<file path="src/rtl/core/mvt_pkg.sv">
// shared types and codes for the 4x4 matrix vector transform
package mvt_pkg;

  localparam int DIM = 4;
  localparam int EW  = 32;

  typedef logic signed [EW-1:0] elem_t;
  typedef elem_t [DIM-1:0] vec_t;
  typedef elem_t [DIM*DIM-1:0] matrix_t;

  typedef logic [1:0] kind_t;
  localparam kind_t KIND_LOAD  = 2'd0;
  localparam kind_t KIND_XFORM = 2'd1;
  localparam kind_t KIND_TRANS = 2'd2;

  typedef struct packed {
    logic s1_en;
    logic s2_en;
  } pipe_ctrl_t;

endpackage

</file>
<file path="src/rtl/core/mvt_out_if.sv">
// result channel of the transform: four result rows and a saturation flag
interface mvt_out_if;
  logic           valid;
  logic           ready;
  mvt_pkg::elem_t out0;
  mvt_pkg::elem_t out1;
  mvt_pkg::elem_t out2;
  mvt_pkg::elem_t out3;
  logic           clipped;

  modport source (output valid, out0, out1, out2, out3, clipped, input ready);
  modport sink (input valid, out0, out1, out2, out3, clipped, output ready);
endinterface

</file>
<file path="src/rtl/core/mvt_merge.sv">
// output register: gathers the four lane results and ors their clip flags
module mvt_merge (
  input  logic            clk,
  input  logic            rst_n,
  input  logic            load_en,
  input  logic            pipe_valid,
  input  mvt_pkg::vec_t   lane_res,
  input  logic [mvt_pkg::DIM-1:0] lane_clip,
  mvt_out_if.source       out_ch
);

  logic          valid_r;
  mvt_pkg::vec_t res_r;
  logic          clip_r;

  always_ff @(posedge clk) begin
    if (!rst_n) begin
      valid_r <= 1'b0;
    end else if (load_en) begin
      valid_r <= pipe_valid;
    end
  end

  always_ff @(posedge clk) begin
    if (load_en) begin
      res_r  <= lane_res;
      clip_r <= |lane_clip;
    end
  end

  assign out_ch.valid   = valid_r;
  assign out_ch.out0    = res_r[0];
  assign out_ch.out1    = res_r[1];
  assign out_ch.out2    = res_r[2];
  assign out_ch.out3    = res_r[3];
  assign out_ch.clipped = clip_r;

endmodule

</file>
<file path="src/flat_wrapper.sv">
// flat-port wrapper written by rule: the top's interface ports become plain ports
module mvt_merge_flat 
  (clk, rst_n, load_en, pipe_valid, lane_res, lane_clip, out_ch_valid, out_ch_out0, out_ch_out1, out_ch_out2, out_ch_out3, out_ch_clipped, out_ch_ready);
  mvt_out_if out_ch_i ();
  input  logic clk;
  input  logic rst_n;
  input  logic load_en;
  input  logic pipe_valid;
  input  mvt_pkg::vec_t lane_res;
  input  logic [mvt_pkg::DIM-1:0] lane_clip;
  output wire logic [$bits(out_ch_i.valid)-1:0] out_ch_valid;
  output wire logic [$bits(out_ch_i.out0)-1:0] out_ch_out0;
  output wire logic [$bits(out_ch_i.out1)-1:0] out_ch_out1;
  output wire logic [$bits(out_ch_i.out2)-1:0] out_ch_out2;
  output wire logic [$bits(out_ch_i.out3)-1:0] out_ch_out3;
  output wire logic [$bits(out_ch_i.clipped)-1:0] out_ch_clipped;
  input wire logic [$bits(out_ch_i.ready)-1:0] out_ch_ready;
  assign out_ch_valid = out_ch_i.valid;
  assign out_ch_out0 = out_ch_i.out0;
  assign out_ch_out1 = out_ch_i.out1;
  assign out_ch_out2 = out_ch_i.out2;
  assign out_ch_out3 = out_ch_i.out3;
  assign out_ch_clipped = out_ch_i.clipped;
  assign out_ch_i.ready = out_ch_ready;
  mvt_merge u_core (.clk(clk), .rst_n(rst_n), .load_en(load_en), .pipe_valid(pipe_valid), .lane_res(lane_res), .lane_clip(lane_clip), .out_ch(out_ch_i));
endmodule
</file>
<file path="config.mk">
export PLATFORM = sky130hd
export DESIGN_NAME = mvt_merge_flat
export DESIGN_NICKNAME = d
export VERILOG_FILES = /design/src/rtl/core/mvt_pkg.sv /design/src/rtl/core/mvt_out_if.sv /design/src/rtl/core/mvt_merge.sv /design/src/flat_wrapper.sv
export SDC_FILE = /design/constraint.sdc
export NUM_CORES = 1
export LEC_CHECK = 0
export BUFFER_PORTS_ARGS = -buffer_cell sky130_fd_sc_hd__buf_2
export CORE_UTILIZATION = 25
export CTS_CLUSTER_DIAMETER = 200
export DETAILED_ROUTE_END_ITERATION = 7
export SYNTH_ARGS = -nofsm -noshare
export SYNTH_HDL_FRONTEND = slang
export SYNTH_SLANG_ARGS = --single-unit
export TNS_END_PERCENT = 1
</file>
<file path="constraint.sdc">
create_clock -name clk -period 1 [get_ports clk]
set_input_delay 0.1 -clock clk [delete_from_list [all_inputs] [get_ports clk]]
set_output_delay 0.1 -clock clk [all_outputs]
set_load 0.02 [all_outputs]
</file>
==> results of run 1 <==
[synth_stat cells]
library cell  count
edfxtp_1        129
dfxtp_1           1
mux2i_1           1
nor2b_1           1
or4_1             1
[cells by family after synthesis]
logic type    synth area share
flops                   0.9939
simple gates          0.003515
mux                   0.002555
[metrics by stage]
| stage | instances | instance area (sq um) | hold WS (ps) |
|---|---|---|---|
| after floorplan | 133 | 3918 | 198.9 |
| after global placement | 615 | 5580 | 276.1 |
| after detailed placement | 615 | 5580 | 278.1 |
==> impl_metrics.py, run 1 <==
metrics = {
    "floorplan": {
        "die_x_um": 127.2,
        "pin_count": 267,
        "start_util": 0.2567,
        "row_count": 45,
        "dieHeight_um": 127.2,
    },
    "clock_network": {
        "cts_root_buf": "clkbuf_16",
        "post_cts_buffers": 0,
        "numClockSinks": 130,
        "hold_buffers": 130,
        "ctsResizeCount": 7,
        "htree_levels": 4,
        "numCtsBuffers": 17,
        "cts_buffer_depth": 2,
    },
    "placement": {
        "numPortBuffers": 265,
        "hpwlAfterDp_mm": 7.044,
        "gp_congestion": 0.7189,
        "place_ws_ps": 26.24,
    },
    "logic_synthesis": {
        "yosysSeqAreaShare": 0.9939,
        "syn_area_per_cell_sq_um": 29.45,
        "syn_nets": 270,
        "synth_top_area_frac": 0.9888,
        "synthTopCellsByArea": "edfxtp_1, dfxtp_1, mux2i_1, or4_1, nor2b_1",
        "yosys_warnings": 0,
        "synth_area_sq_um": 3918,
        "yosysUniqueCellTypes": 5,
        "synth_top_cell_by_area": "edfxtp_1",
        "ys_ff_latch": 130,
        "syn_inst": 133,
    },
    "run_status": {
        "outcome": "did not finish",
        "error": "[ERROR RSZ-0060] Max buffer count reached.",
        "haltStage": "4_1_cts",
    },
}
==> run 2: changes to the inputs <==
- CORE_UTILIZATION: 25 -> 20
- CTS_CLUSTER_DIAMETER: 200 -> not set
- PLACE_DENSITY_LB_ADDON: not set -> 0.15
==> impl_metrics.py, run 2 <==
metrics = {
    "sta": {
        "fin_worst_skew_ps": 0,
        "fin_crit_sh": 1.066,
        "rsz0062_at_grt": "true",
        "maxSlewViolCount": 0,
        "max_slew.worst_pin.slew_ps": 218.0,
        "hold_viol_final": 1,
        "setup_viol": 129,
        "relSlewSlack": 0.8547,
        "finalSetupTns_ps": -4104,
        "worst_slack_ps": -65.52,
        "period_needed_ps": 1066,
        "max_freq_mhz": 938.5,
        "hold-worst-slack_ps": -45.59,
    },
    "placement": {
        "numPortBuffers": 265,
        "gp_congestion": 0.7643,
        "place_area_sq_um": 5654,
        "hpwlAfterDp_mm": 8.137,
    },
    "run_status": {
        "violations": "hold timing, setup timing",
        "outcome": "finished with violations",
    },
    "layout": {
        "drive_gt1_frac": 0.5326,
        "fin_nets": 691,
        "stdcell_area_sq_um": 7620,
        "most-common-layout-cells": "buf_2, dlygate4sd3_1, edfxtp_1",
        "fin_util": 0.4020,
        "areaGrowthSynthToFinish_pct": 94.51,
        "n_antenna_cell": 0,
        "layout_commonest_cell": "buf_2",
    },
    "clock_network": {
        "worstSkewPairLatency_ps": 400,
        "htree_levels": 4,
        "numClockSinks": 130,
        "cts_tree": "built",
        "numCtsBuffers": 17,
        "hold_buffers": 131,
        "cts_root_buf": "clkbuf_16",
        "cts_buffer_depth": 2,
        "clk_pin_slew_ps": 60,
    },
    "routing": {
        "wl_mm": 11.52,
        "wl_met1_mm": 4.511,
        "drt.antenna.violating_nets": 0,
        "drc": 0,
        "first_iter_violations": 55,
        "top_layer": "met4",
        "met3_length_um": 964,
        "vias_per_cell": 3.538,
        "num_vias": 2926,
        "dr.pass1.iters": 4,
        "avgRoutedWirePerCell_um": 13.93,
        "wl_met2_mm": 5.804,
    },
    "worst_hold_path": {
        "hold_path.class": "input port to flip-flop",
    },
    "power": {
        "p_int_mw": 11.29,
        "p_switching_mw": 3.519,
        "power_frac_clock": 0.433,
        "power_frac_comb": 0.123,
        "p_seq_frac": 0.444,
        "power.total_mw": 14.81,
        "power.leakage_nw": 3.215,
        "swShare": 0.2376,
        "vdd_drop_max_mv": 1.107,
        "power_density_nw_per_um2": 1944,
    },
    "logic_synthesis": {
        "yosysUniqueCellTypes": 5,
        "synth-async-reset-ratio": 0,
        "yosys_warnings": 0,
        "synth_common_cells": "edfxtp_1, dfxtp_1, mux2i_1, nor2b_1, or4_1",
        "ys_ff_latch": 130,
        "yosys-mux-area-fraction": 0.002555,
        "syn_inst": 133,
        "synth_compound_area_frac": 0,
        "synthFlopType": "edfxtp_1",
        "synthXorXnorAreaFrac": 0,
        "synth-edff-count": 129,
        "synth_most_common_cell": "edfxtp_1",
        "yosysSeqAreaShare": 0.9939,
        "syn_area_per_cell_sq_um": 29.45,
        "synth_top_area_frac": 0.9888,
        "synth_top_cell_by_area": "edfxtp_1",
        "synthTopCellsByArea": "edfxtp_1, dfxtp_1, mux2i_1, or4_1, nor2b_1",
        "syn_nets": 270,
        "synth_top_family_by_area": "simple AND/OR/NAND/NOR gates",
        "synth_area_sq_um": 3918,
        "yosys.area_share.simple": 0.003513,
        "synth_adder_area_share": 0,
    },
    "floorplan": {
        "dieHeight_um": 142.0,
        "row_count": 50,
        "die_x_um": 142.0,
        "dieArea_sq_um": 20150,
        "pin_count": 267,
        "core_sq_um": 18960,
        "start_util": 0.2067,
    },
    "critical_path": {
        "critPathLaunchType": "flip-flop",
        "cpMaxStageDelayCell": "edfxtp_1",
        "crit_type": "flip-flop to output pin",
        "critical_path_required_ps": 900,
        "crit_arrival_ps": 970,
        "cp_cell_sequence": "buf_6",
        "path_buf_inv": 1,
        "endpoint_kind": "output pin",
        "critical_path.max_stage_delay_ps": 410,
        "cp_max_fo": 1,
        "crit_family": "flip-flops",
    },
    "job": {
        "maxCapViolations": 0,
    },
    "global_route": {
        "grt_pass1_vias": 3078,
        "antenna_found_initial": 0,
        "grt_first_pass_wirelength_mm": 16.62,
        "track_usage": 0.1136,
        "grt_overflow": 0,
        "grt_max_degree": 36,
    },
}
run 2: cell counts after synthesis:
Identical to the previous run, type by type.
run 2: final timing paths:
kind | slack (ps) | cells after the start | start | end
setup / recovery | -70 | 1 | u_core.out_ch.out1[6] | out_ch_out1[6]
hold / removal | -50 | 2 | lane_clip[1] | u_core.out_ch.clipped
setup reg to reg | 380 | 2 | u_core.out_ch.valid | u_core.out_ch.valid
hold reg to reg | 530 | 2 | u_core.out_ch.valid | u_core.out_ch.valid
run 2: worst reg2reg max path, stage by stage, from the launching register on:
cell	delay [ps]
dfxtp_2	320
mux2i_1	130
nor2b_1	60
run 2: kinds of logic after synthesis:
group | after synthesis
mux | 1
simple gates | 2
flops | 130
run 2: power by group through the flow:
stage	Sequential, mW	Combinational [mW]	Clock [mW]
2_1_floorplan	7.26	0.00467	0
3_5_place_dp	6.68	1.41	0
4_1_cts	6.58	1.85	6.66
3_3_place_gp	6.68	1.41	0
5_1_grt	6.62	1.93	6.84
6_report	6.58	1.83	6.41
run 2: repair_timing:
action | CTS | global route
endpoints found under the setup margin | 130 | 129
setup buffers | 0 | 0
gates resized for setup | 15 | 0
endpoints found under the hold margin | 130 | 1
run 2: area by class of cell:
class | instances | area, sq um
well taps | 260 | 325.3
clock buffers | 19 | 432.9
flip-flops and latches | 130 | 3895
multi-input cells | 3 | 23.77
clock inverters | 13 | 176.4
repair buffers | 402 | 2766
fillers | 1770 | 11340
run 2: routing by layer:
layer | vias up | GRT usage
met4 | 0 | 0.06621
met2 | 163 | 0.1957
met1 | 1360 | 0.1195
met3 | 14 | 0.04105
li1 | 1389 | -
met5 | - | 0
run 2: metrics by stage:
| step | instances | worst slack [ps] |
|---|---|---|
| 2_1_floorplan | 133 | 136.8 |
| 3_3_place_gp | 664 | 27.40 |
| 3_5_place_dp | 664 | 33.27 |
| 4_1_cts | 827 | -98.90 |
| 5_1_grt | 827 | -113.3 |
| 6_report | 827 | -65.52 |
Power figures use the tool's default switching activity.
==> run 3: changes to the inputs <==
- clock period: 1 -> 1.21 ns (I/O delays scaled with it)
==> impl_metrics.py, run 3 (same netlist as run 2, synthesis figures left out) <==
metrics = {
    "run_status": {
        "outcome": "finished with violations",
        "violations": "hold timing",
    },
    "layout": {
        "stdcell_area_sq_um": 7579,
        "areaGrowthSynthToFinish_pct": 93.45,
        "post_layout_nonfiller_instances": 830,
        "drive_gt1_frac": 0.5308,
        "most-common-layout-cells": "buf_2, dlygate4sd3_1, edfxtp_1",
        "fin_nets": 695,
        "layout_commonest_cell": "buf_2",
    },
    "routing": {
        "avgRoutedWirePerCell_um": 13.83,
        "drt.antenna.violating_nets": 0,
        "wl_mm": 11.48,
        "drc": 0,
        "vias_per_cell": 3.561,
        "num_vias": 2956,
        "first_iter_violations": 44,
        "dr.pass1.iters": 4,
    },
    "placement": {
        "numPortBuffers": 265,
        "gp_congestion": 0.7521,
        "place_area_sq_um": 5657,
        "place_ws_ps": 158.1,
        "hpwlAfterDp_mm": 8.078,
        "placed_cells": 666,
    },
    "clock_network": {
        "numClockSinks": 130,
        "cts_root_buf": "clkbuf_16",
        "cts_tree": "built",
        "numCtsBuffers": 17,
        "ctsResizeCount": 0,
        "htree_levels": 4,
        "worstSkewPairLatency_ps": 400,
        "cts_buffer_depth": 2,
        "clk_pin_slew_ps": 60,
    },
    "power": {
        "p_switching_mw": 2.773,
        "power_frac_comb": 0.124,
        "p_int_mw": 9.257,
        "p_seq_frac": 0.451,
        "power_density_nw_per_um2": 1587,
        "swShare": 0.2305,
        "vdd_drop_max_mv": 0.9056,
        "power_frac_clock": 0.424,
        "power.leakage_nw": 3.210,
    },
    "floorplan": {
        "die_x_um": 142.0,
        "dieArea_sq_um": 20150,
        "dieHeight_um": 142.0,
        "core_sq_um": 18960,
        "start_util": 0.2067,
        "row_count": 50,
        "pin_count": 267,
    },
    "critical_path": {
        "cp_max_fo": 1,
        "crit_type": "input port to flip-flop",
        "cpMaxStageDelayCell": "dlygate4sd3_1",
        "crit_arrival_ps": 1270,
        "cp_cell_sequence": "dlygate4sd3_1 > buf_2 > or4_1",
        "crit_family": "buffers and inverters",
        "critPathLaunchType": "input port",
        "critical_path_required_ps": 1360,
        "r2r-start": "u_core.out_ch.valid",
        "endpoint_kind": "flip-flop",
        "startpoint": "lane_clip[3]",
        "critical_path.max_stage_delay_ps": 540,
        "path_buf_inv": 2,
    },
    "sta": {
        "worst_slack_ps": 85.18,
        "rsz0062_at_grt": "false",
        "fin_crit_sh": 0.9296,
        "fin_worst_skew_ps": 0,
        "setup_viol": 0,
        "max_slew.worst_pin.slew_ps": 279.0,
        "finalSetupTns_ps": 0,
        "hold-worst-slack_ps": -14.11,
        "maxSlewViolCount": 0,
        "max_freq_mhz": 889.0,
        "period_needed_ps": 1125,
        "relSlewSlack": 0.8140,
        "hold_viol_final": 1,
    },
    "job": {
        "maxCapViolations": 0,
    },
    "global_route": {
        "track_usage": 0.1120,
        "antenna_found_initial": 1,
        "grt_pass1_vias": 3088,
        "grt_overflow": 0,
        "grt_max_degree": 36,
        "grt_first_pass_wirelength_mm": 16.42,
    },
    "worst_hold_path": {
        "hp-start": "pipe_valid",
        "hold_path.class": "input port to flip-flop",
    },
}
run 3: repair_timing:
action,in CTS,in global routing
endpoints found under the hold margin,130,0
hold buffers,134,0
setup buffers,0,0
endpoints found under the setup margin,0,1
run 3: metrics by stage:
step / utilization / hold slack, ps / power [mW]
final: 0.3998 / -14.11 / 12.03
after global routing: 0.3998 / 65.86 / 12.49
after CTS: 0.4002 / 101.4 / 12.22
after detailed placement: 0.2984 / 299.1 / 6.690
after global placement: 0.2984 / 297.0 / 6.683
after floorplan: - / 219.9 / 6.006
run 3: layout make-up:
type,count,area [sq um]
multi-input cells,3,23.77
clock buffers,18,429.2
clock inverters,12,158.9
well taps,260,325.3
repair buffers,406,2745
flip-flops and latches,130,3894
fillers,1793,11380
diodes,1,2.502
run 3: tightest hold or removal path, stage by stage:
cell and delay [ps]:
buf_2 80, mux2i_1 60, nor2b_1 90
run 3: path summary, 6_finish.rpt:
path | depth (start not counted) | to | slack (ps)
worst max-delay path | 3 | u_core.out_ch.clipped | 90
worst min-delay path | 3 | u_core.out_ch.valid | -10
worst max register to register | 2 | u_core.out_ch.valid | 620
worst min register to register | 2 | u_core.out_ch.valid | 520
run 3: routing by layer:
metal	vias up	share of wire	track usage
met5	-	0	0
met4	0	0.021	0.05093
met3	15	0.083	0.04677
met2	171	0.51	0.2015
met1	1377	0.39	0.1122
li1	1393	-	-
run 3: power groups by stage:
| stage | sequential, mW | clock [mW] | combinational, mW |
|---|---|---|---|
| final | 5.43 | 5.11 | 1.50 |
| after global routing | 5.46 | 5.45 | 1.59 |
| after CTS | 5.43 | 5.27 | 1.52 |
| after detailed placement | 5.52 | 0 | 1.17 |
| after global placement | 5.52 | 0 | 1.17 |
| after floorplan | 6.00 | 0 | 0.00386 |
