$ cat src/rtl/core/mvt_pkg.sv
// shared types and codes for the 4x4 matrix vector transform
package mvt_pkg;

  localparam int DIM = 4;
  localparam int EW  = 32;

  typedef logic signed [EW-1:0] elem_t;
  typedef elem_t [DIM-1:0] vec_t;
  typedef elem_t [DIM*DIM-1:0] matrix_t;

  typedef logic [1:0] kind_t;
  localparam kind_t KIND_LOAD  = 2'd0;
  localparam kind_t KIND_XFORM = 2'd1;
  localparam kind_t KIND_TRANS = 2'd2;

  typedef struct packed {
    logic s1_en;
    logic s2_en;
  } pipe_ctrl_t;

endpackage

$ cat src/rtl/core/mvt_matrix.sv
// matrix element store with element load and translation add
module mvt_matrix (
  input  logic             clk,
  input  logic             rst_n,
  input  logic             wr_en,
  input  mvt_pkg::kind_t   kind,
  input  logic [1:0]       column,
  input  logic [1:0]       row,
  input  mvt_pkg::vec_t    vec,
  output mvt_pkg::matrix_t matrix
);

  mvt_pkg::matrix_t matrix_r;
  mvt_pkg::matrix_t matrix_nxt;

  always_comb begin
    logic signed [mvt_pkg::EW:0] tsum;
    matrix_nxt = matrix_r;
    tsum = '0;
    if (wr_en) begin
      unique case (kind)
        mvt_pkg::KIND_LOAD: begin
          matrix_nxt[{column, row}] = vec[0];
        end
        mvt_pkg::KIND_TRANS: begin
          // translation column, rows x y z, saturating add
          for (int i = 0; i < 3; i++) begin
            tsum = {matrix_r[3*mvt_pkg::DIM+i][mvt_pkg::EW-1], matrix_r[3*mvt_pkg::DIM+i]}
                 + {vec[i][mvt_pkg::EW-1], vec[i]};
            if (tsum[mvt_pkg::EW] != tsum[mvt_pkg::EW-1]) begin
              matrix_nxt[3*mvt_pkg::DIM+i] = tsum[mvt_pkg::EW] ?
                {1'b1, {(mvt_pkg::EW-1){1'b0}}} : {1'b0, {(mvt_pkg::EW-1){1'b1}}};
            end else begin
              matrix_nxt[3*mvt_pkg::DIM+i] = tsum[mvt_pkg::EW-1:0];
            end
          end
        end
        default: begin
          matrix_nxt = matrix_r;
        end
      endcase
    end
  end

  always_ff @(posedge clk) begin
    if (!rst_n) begin
      matrix_r <= '0;
    end else begin
      matrix_r <= matrix_nxt;
    end
  end

  assign matrix = matrix_r;

endmodule

$ cat config.mk
export PLATFORM = sky130hd
export DESIGN_NAME = mvt_matrix
export DESIGN_NICKNAME = d
export VERILOG_FILES = /design/src/rtl/core/mvt_pkg.sv /design/src/rtl/core/mvt_matrix.sv
export SDC_FILE = /design/constraint.sdc
export NUM_CORES = 1
export LEC_CHECK = 0
export ABC_CLOCK_PERIOD_IN_PS = 5500
export BUFFER_PORTS_ARGS = -buffer_cell sky130_fd_sc_hd__buf_4
export CAP_MARGIN = 20
export CORE_AREA = 4 4 249 251
export CTS_CLUSTER_SIZE = 30
export DETAILED_ROUTE_END_ITERATION = 8
export DIE_AREA = 0 0 253 255
export PLACE_DENSITY = 0.62
export SYNTH_ARGS = -nofsm -noshare
export SYNTH_HDL_FRONTEND = slang
export SYNTH_SLANG_ARGS = --single-unit
$ cat constraint.sdc
create_clock -name clk -period 5.5 [get_ports clk]
set_input_delay 0.825 -clock clk [delete_from_list [all_inputs] [get_ports clk]]
set_output_delay 0.825 -clock clk [all_outputs]
set_load 0.005 [all_outputs]
==> After elaboration in Yosys (flattened, before gate mapping) <==
Cells that the tools add are included.
{ "op_classes": {"add_sub_neg": 3, "n_lt_le_gt_ge": 2, "eq_ne": 4, "muxes": 10, "n_reduce_logical": 5} }
{ "op_table": {"columns": ["operator", "count"], "rows": [
  ["bitwise mux 512 bit", 1],
  ["two-way mux 32 bit", 7],
  ["case mux 96 bit (2 select lines)", 1],
  ["demux 32 bit (select 4 bit)", 1],
  ["adder 32 x 32 -> 33 bit", 3],
  ["less-than comparator 4 x 5 -> 1 bit (second input constant)", 1],
  ["greater-or-equal comparator 4 x 1 -> 1 bit (second input constant)", 1],
  ["AND reduction 2 bit", 2],
  ["inequality test 1 bit", 3],
  ["== test 2 bit (second input constant)", 1],
  ["zero test 2 bit", 1],
  ["nonzero test 2 bit", 1],
  ["logical AND 1 bit", 1]
]} }
{ "word_totals": {"regBits": 512, "out_inout_bits": 512} }

==> Depth between registers and ports, before layout <==
Gate-level depths: netlist of the first run.
{ "logic_depth": {"ltp_word": 6, "mapped_depth": 20, "ltp_nobuf": 17} }

==> Worst setup path before layout of the first run <==
OpenSTA, ideal clock, no wires.
{ "synth_timing": {"kind": "input to register", "startpoint": "input vec[48] (netlist name)", "endpoint": "register matrix_r, in the netlist matrix[420]", "arrival_ns": 4.426, "slack_ns": 1.014, "path_stages": 20, "n_path_buf": 3, "path_cell_list": "ha_1 -> clkbuf_1 -> a211oi_1 -> o21bai_1 -> a31oi_1 -> o31ai_1 -> a21oi_1 -> o2111ai_1 -> a21o_1 -> a21oi_1 -> xnor2_1 -> ha_1 -> inv_1 -> nor4_1 -> a221oi_4 -> and2_1 -> buf_4 -> buf_6 -> o31ai_1 -> and3_1"} }
{ "synth_between": {"elab_chain_cells": 4, "elab_cells_between_ends": 5, "classes_between": "1 x add/sub; 1 x eq/ne; 3 x mux"} }
{ "synth_lines": {"columns": ["item", "line_no", "rtl"], "rows": [
  ["start, declared", "mvt_matrix.sv:9", "input mvt_pkg::vec_t vec,"],
  ["adder 32 x 32 -> 33 bit (*)", "mvt_matrix.sv:29", "+ {vec[i][mvt_pkg::EW-1], vec[i]};"],
  ["two-way mux 32 bit / inequality test 1 bit (equally long branches)", "mvt_matrix.sv:31, mvt_matrix.sv:30", null],
  ["two-way mux 32 bit (*)", "mvt_matrix.sv:30", "if (tsum[mvt_pkg::EW] != tsum[mvt_pkg::EW-1]) begin"],
  ["case mux 96 bit (2 select lines) (*)", "mvt_matrix.sv:21", "unique case (kind)"],
  ["end signal, assigned", "mvt_matrix.sv:49", "matrix_r <= matrix_nxt;"],
  ["end, declared", "mvt_matrix.sv:13", "mvt_pkg::matrix_t matrix_r;"]
]} }
Mark *: on every way between the ends. The rest lies on a longest branch, timed or not.
A chain may end at the register's enable or synchronous reset.

==> Worst setup path in the final report of the first run <==
{ "layout_timing": {"startpoint": "register matrix_r, in the netlist matrix[417]", "endpoint": "register matrix_r, in the netlist matrix[420]"} }
{ "layout_between": {"elab_chain_cells": 4, "elab_cells_between_ends": 5, "classes_between": "1 x add/sub; 1 x eq/ne; 3 x mux"} }
{ "layout_lines": {"columns": ["item", "line_no"], "rows": [
  ["adder 32 x 32 -> 33 bit (*)", "mvt_matrix.sv:29"],
  ["two-way mux 32 bit / inequality test 1 bit (equally long branches)", "mvt_matrix.sv:31, mvt_matrix.sv:30"],
  ["two-way mux 32 bit (*)", "mvt_matrix.sv:30"],
  ["case mux 96 bit (2 select lines) (*)", "mvt_matrix.sv:21"]
]} }
Marks and branches as above.

==> results of run 1 <==
-- per-stage QoR --
step / hold WS (ns) / worst slack [ns] / util
final: 0.4541 / 0.9525 / 0.5377
after global routing: 0.4735 / 0.5874 / 0.5376
after CTS: 0.4534 / 0.9663 / 0.5375
after detailed placement: 0.4452 / 0.4395 / 0.5065
after global placement: 0.4474 / 0.5228 / 0.5065
after floorplan: 0.4514 / 1.014 / -
-- Yosys cell counts, types with 21 or more instances --
cell | number | share of area
nand2_1 | 953 | 0.14
dfxtp_1 | 512 | 0.41
a21boi_0 | 416 | 0.12
clkbuf_1 | 252 | 0.037
a21oi_1 | 184 | 0.036
o21ai_0 | 146 | 0.029
ha_1 | 100 | 0.049
nor2_1 | 55 | 0.0082
xnor2_1 | 46 | 0.016
a21o_1 | 44 | 0.013
a22oi_1 | 38 | 0.011
and3_1 | 38 | 0.0094
inv_1 | 33 | 0.0049
nand3_1 | 33 | 0.0065
xor2_1 | 31 | 0.011
nand4_1 | 21 | 0.0052
o211ai_1 | 21 | 0.0062
-- routing by layer --
metal  vias up  track usage  share of wire
li1      11820            -              -
met1     12260       0.4109           0.40
met2      1231       0.5342           0.46
met3       266      0.07011          0.089
met4         0       0.1601          0.054
met5         -            0              0
-- worst max-delay path: cells and delay by family (launching register included) --
kind	cells	cell delay (ns)
buffers and inverters	2	0.24
xor gates and xnor gates	1	0.10
adders and majority gates	2	0.64
AOI/OAI and AO/OA	9	1.98
and+or+nand+nor	4	1.10
DFF	1	0.42
-- logic make-up after synthesis --
logic type / after synthesis / share of synthesized area
buffers and inverters: 306 / 0.04752
AOI/OAI and AO/OA: 1007 / 0.2729
adders and majority gates: 103 / 0.05182
muxes: 2 / 0.0007912
xor gates and xnor gates: 77 / 0.02665
DFF: 512 / 0.4051
and+or+nand+nor: 1191 / 0.1953
-- cell type report --
class | count | area [um^2]
fillers | 5627 | 27700
multi-input cells | 2380 | 13950
flip-flops and latches | 512 | 10250
repair buffers | 665 | 5037
clock buffers | 81 | 1635
well taps | 782 | 978.4
clock inverters | 20 | 224.0
inverters | 33 | 123.9
diodes | 4 | 10.01
-- power breakdown --
group | switching, uW | total, uW | internal, uW
clock network | 1640 | 3840 | 2200
logic | 720 | 1140 | 420
registers | 50.7 | 3800 | 3750
-- worst paths after layout --
check	startpoint	depth (start not counted)	to	slack, ns
setup / recovery	matrix[417]	18	matrix[420]	0.95
hold / removal	matrix[65]	2	matrix[65]	0.45
setup reg to reg	matrix[417]	18	matrix[420]	0.95
hold reg to reg	matrix[65]	2	matrix[65]	0.45
==> impl_metrics.yaml, run 1 <==
floorplanning:
  core_area_um2: 59910
  die_area_um2: 64520
  die-height_um: 255
  ioPinCount: 649
  fp.dieW_um: 253
  initial_core_util: 0.4224
  rows: 90
worst_setup_path:
  slowest_stage: "nor4_1"
  path_common_cell: "a21oi_1"
  cpPeakStageDelay_ns: 0.47
  start_kind: "flop"
  path_max_fanout: 16
  cp_data_arrival_time_ns: 5.08
  critPathKind: "reg -> reg"
  cp.required_ns: 6.04
  crit_chain: "ha_1 -> a211oi_1 -> o21ai_0 -> nand4_1 -> a21oi_1 -> a21oi_1 -> o2111ai_1 -> a21o_1 -> a21oi_1 -> xnor2_1 -> ha_1 -> inv_1 -> nor4_1 -> a221oi_4 -> and2_1 -> buf_12 -> o31ai_1 -> and3_1"
  endpoint_kind: "flop"
clock_tree:
  cts_made_buffers: 56
  clk_latency_ns: 0.62
  clock_sinks: 512
  clock-root-buffer: "clkbuf_16"
  cts.clk_slew.worst_paths_ns: 0.06
  cts-htree-levels: 2
  cts_hold_buf: 0
  clockBufferDepth: 3
  ctsResizeCount: 0
  cts_tree: "done"
  post_cts_buffers: 0
yosys:
  synthDistinctLibCells: 95
  syn-num-nets: 3438
  yosys_warnings: 0
  syn_area_um2: 25300
  synth_seq_area_share: 0.4051
  synth_area_per_cell_um2: 7.912
  synth-edff-count: 0
  async_flop_share: 0
  syn_inst: 3198
  ys_ff_latch: 512
  synth_ff_type: "dfxtp_1"
timing:
  worstMarginPinSlew_ns: 1.123
  relSlewSlack: 0.2496
  max_freq_mhz: 219.9
  post-route-period-util: 0.8268
  hold_viol: 0
  rsz0062_at_grt: "false"
  clock_skew_ns: 0.02134
  final_max_slew_viol_count: 0
  setup_viol: 0
  min_period_ns: 4.548
  setup_tns_ns: 0
drt:
  postRouteAntennaNets: 0
  drt_iter0_markers: 2179
  vias: 25570
  drc: 0
  viasPerCell: 5.712
  dr.pass1.iters: 6
  routed_wl_um: 111500
  wire_per_inst_um: 24.91
placement:
  io_buffers: 616
  gp_congestion: 0.9302
  dp_hpwl_um: 77840
  placedCellCount: 4372
  place_area_um2: 30340
finish:
  final_nets: 3888
  largest_reg_flops: 512
  drive_gt1_frac: 0.2213
  final_area_um2: 32210
  final_cell_mix: "nand2_1, buf_4, dfxtp_1"
  fin_cells: 4477
  final_common_cell: "nand2_1"
  areaGrowthSynthToFinish_pct: 27.30
pwr:
  vdd_drop_max_mv: 0.2553
  leakage_uw: 0.01299
  finalPower_uw: 8787
  power.density_nw_per_um2: 272.8
global_route:
  grt_pass1_vias: 24300
  grt_first_pass_wirelength_um: 160100
  grt.overflow.total: 0
  grt_max_degree: 214
  grt_util_all_layers: 0.3262
  antenna_found_initial: 5
job:
  cap_violations: 0
min_path:
  hp-class: "reg -> reg"
outcome:
  outcome: "finished clean"
Note: power is estimated with default switching activity, not from simulation.
==> inputs of run 2 (changes only) <==
--- a/config.mk
+++ b/config.mk
@@ -5,7 +5,7 @@
 export SDC_FILE = /design/constraint.sdc
 export NUM_CORES = 1
 export LEC_CHECK = 0
-export ABC_CLOCK_PERIOD_IN_PS = 5500
+export ABC_CLOCK_PERIOD_IN_PS = 4700
 export BUFFER_PORTS_ARGS = -buffer_cell sky130_fd_sc_hd__buf_4
 export CAP_MARGIN = 20
 export CORE_AREA = 4 4 249 251
==> constraint.sdc (replaced) <==
create_clock -name clk -period 4.7 [get_ports clk]
set_input_delay 0.705 -clock clk [delete_from_list [all_inputs] [get_ports clk]]
set_output_delay 0.705 -clock clk [all_outputs]
set_load 0.005 [all_outputs]
==> impl_metrics.yaml, run 2 (synthesized netlist as in run 1, its figures left out) <==
outcome:
  outcome: "finished clean"
timing:
  max_freq_mhz: 235.6
  relSlewSlack: 0.2560
  min_period_ns: 4.244
  hold_viol: 0
  post-route-period-util: 0.9029
  worstMarginPinSlew_ns: 1.113
  rsz0062_at_grt: "false"
  setup_viol: 0
  setup_tns_ns: 0
  final_max_slew_viol_count: 0
  clock_skew_ns: 0.01820
placement:
  io_buffers: 616
  gp_congestion: 0.9276
  dp_hpwl_um: 80300
min_path:
  hp-class: "reg -> reg"
  hold_path_depth: 2
  holdPathEnd: "matrix[70]"
  hold_start: "matrix[70]"
floorplanning:
  ioPinCount: 649
  die_area_um2: 64520
  core_area_um2: 59910
  initial_core_util: 0.4224
  fp.dieW_um: 253
  die-height_um: 255
  rows: 90
clock_tree:
  clock-root-buffer: "clkbuf_16"
  clk_latency_ns: 0.62
  cts-htree-levels: 2
  clockBufferDepth: 3
  cts.clk_slew.worst_paths_ns: 0.06
  post_cts_buffers: 0
  cts_hold_buf: 0
  clock_sinks: 512
  cts_made_buffers: 56
  ctsResizeCount: 0
  cts_tree: "done"
pwr:
  leakage_uw: 0.01331
  sw_frac_of_total: 0.2710
  p_clk_frac: 0.442
  vdd_drop_max_mv: 0.3235
  p_int_uw: 7624
  finalPower_uw: 10460
  combPwrFrac: 0.132
  power.density_nw_per_um2: 319.7
  power_switching_uw: 2835
  p_seq_frac: 0.425
global_route:
  grt.overflow.total: 0
  grt_pass1_vias: 24750
  antenna_found_initial: 7
  grt_util_all_layers: 0.3336
  grt_first_pass_wirelength_um: 164000
  grt_max_degree: 183
worst_setup_path:
  endpoint_kind: "flop"
  r2r_cells: 20
  critPathKind: "reg -> reg"
  rrSetupSlack_ns: 0.46
  cp_data_arrival_time_ns: 4.78
  path_max_fanout: 18
  cpPeakStageDelay_ns: 0.48
  r2r_start: "matrix[421]"
  r2r-end: "matrix[425]"
  crit_chain: "ha_1 -> buf_4 -> o21ai_0 -> o21bai_1 -> nand4_1 -> a21oi_1 -> buf_4 -> a21oi_1 -> o2111ai_1 -> a21o_1 -> a21oi_1 -> xnor2_1 -> ha_1 -> inv_1 -> nor4_1 -> a221oi_4 -> and2_1 -> buf_12 -> o21ai_0 -> and3_1"
  path_common_cell: "a21oi_1"
  start_kind: "flop"
  cp.required_ns: 5.24
  slowest_stage: "nor4_1"
finish:
  final_common_cell: "nand2_1"
  ff_latch_area_um2: 10250
  multiInputGateArea_um2: 13940
  final_nets: 3945
  final_cell_mix: "nand2_1, buf_4, dfxtp_1"
  areaGrowthSynthToFinish_pct: 29.28
  drive_gt1_frac: 0.2337
  n_fill_cell: 5593
  largest_reg_flops: 512
drt:
  drt_iter0_markers: 1975
  routed_wl_um: 113600
  postRouteAntennaNets: 0
  dr.pass1.iters: 5
  wire_per_inst_um: 25.05
  drc: 0
  viasPerCell: 5.693
  vias: 25820
job:
  cap_violations: 0
==> run 2: cell count changes in the layout (fill, tap and decap cells not counted), moves of 2 or more <==
cell       change
buf_4         +56
bufinv_16      +2
clkbuf_1       -2
clkinv_4       -2
nor2_2         +2
nor2_4         -2
==> run 2: cell type report <==
| class | count | share of cell area |
|---|---|---|
| multi-input cells | 2380 | 0.4262 |
| flip-flops and latches | 512 | 0.3133 |
| repair buffers | 722 | 0.1675 |
| clock buffers | 80 | 0.05018 |
| well taps | 782 | 0.02991 |
| clock inverters | 21 | 0.008721 |
| inverters | 33 | 0.003787 |
| diodes | 5 | 0.0003825 |
==> run 2: through the flow <==
stage | utilization | std cells | hold slack [ns] | instance area [um^2] | setup WS (ns)
final | 0.5460 | 4535 | 0.4564 | 32710 | 0.4562
after global routing | 0.5460 | 4534 | 0.4850 | 32710 | 0.02984
after CTS | 0.5458 | 4530 | 0.4598 | 32700 | 0.4884
after detailed placement | 0.5137 | 4429 | 0.4492 | 30770 | 0.07755
after global placement | 0.5137 | 4429 | 0.4448 | 30770 | 0.1562
after floorplan | - | 3198 | 0.4514 | 25300 | 0.3342
==> run 2: per-layer routing <==
layer  part of all wire  track usage
met1               0.39       0.4179
met2               0.46       0.5422
met3              0.090      0.08393
met4              0.057       0.1586
met5            0.00018            0
==> run 2: worst max path at each step <==
stage / start / end / slack [ns]
after detailed placement: vec[33] / matrix[425] / 0.08
after CTS: matrix[421] / matrix[425] / 0.49
after floorplan: vec[48] / matrix[420] / 0.33
final: matrix[421] / matrix[425] / 0.46
after global placement: vec[36] / matrix[432] / 0.16
after global routing: matrix[421] / matrix[425] / 0.03
==> run 2: power groups by stage <==
stage / sequential [uW] / clock (uW) / combinational [uW]
after CTS: 4450 / 4680 / 1360
final: 4450 / 4620 / 1390
after global placement: 4540 / 0 / 1340
after floorplan: 4520 / 0 / 808
after detailed placement: 4540 / 0 / 1360
after global routing: 4450 / 4850 / 1490
==> run 2: critical path: cells and delay by family (launching register included) <==
kind	cells	cell delay [ns]
compound gates	9	1.38
simple gates	4	1.07
fa+ha+maj	2	0.61
buf+inv	4	0.52
flops	1	0.43
xor+xnor	1	0.14
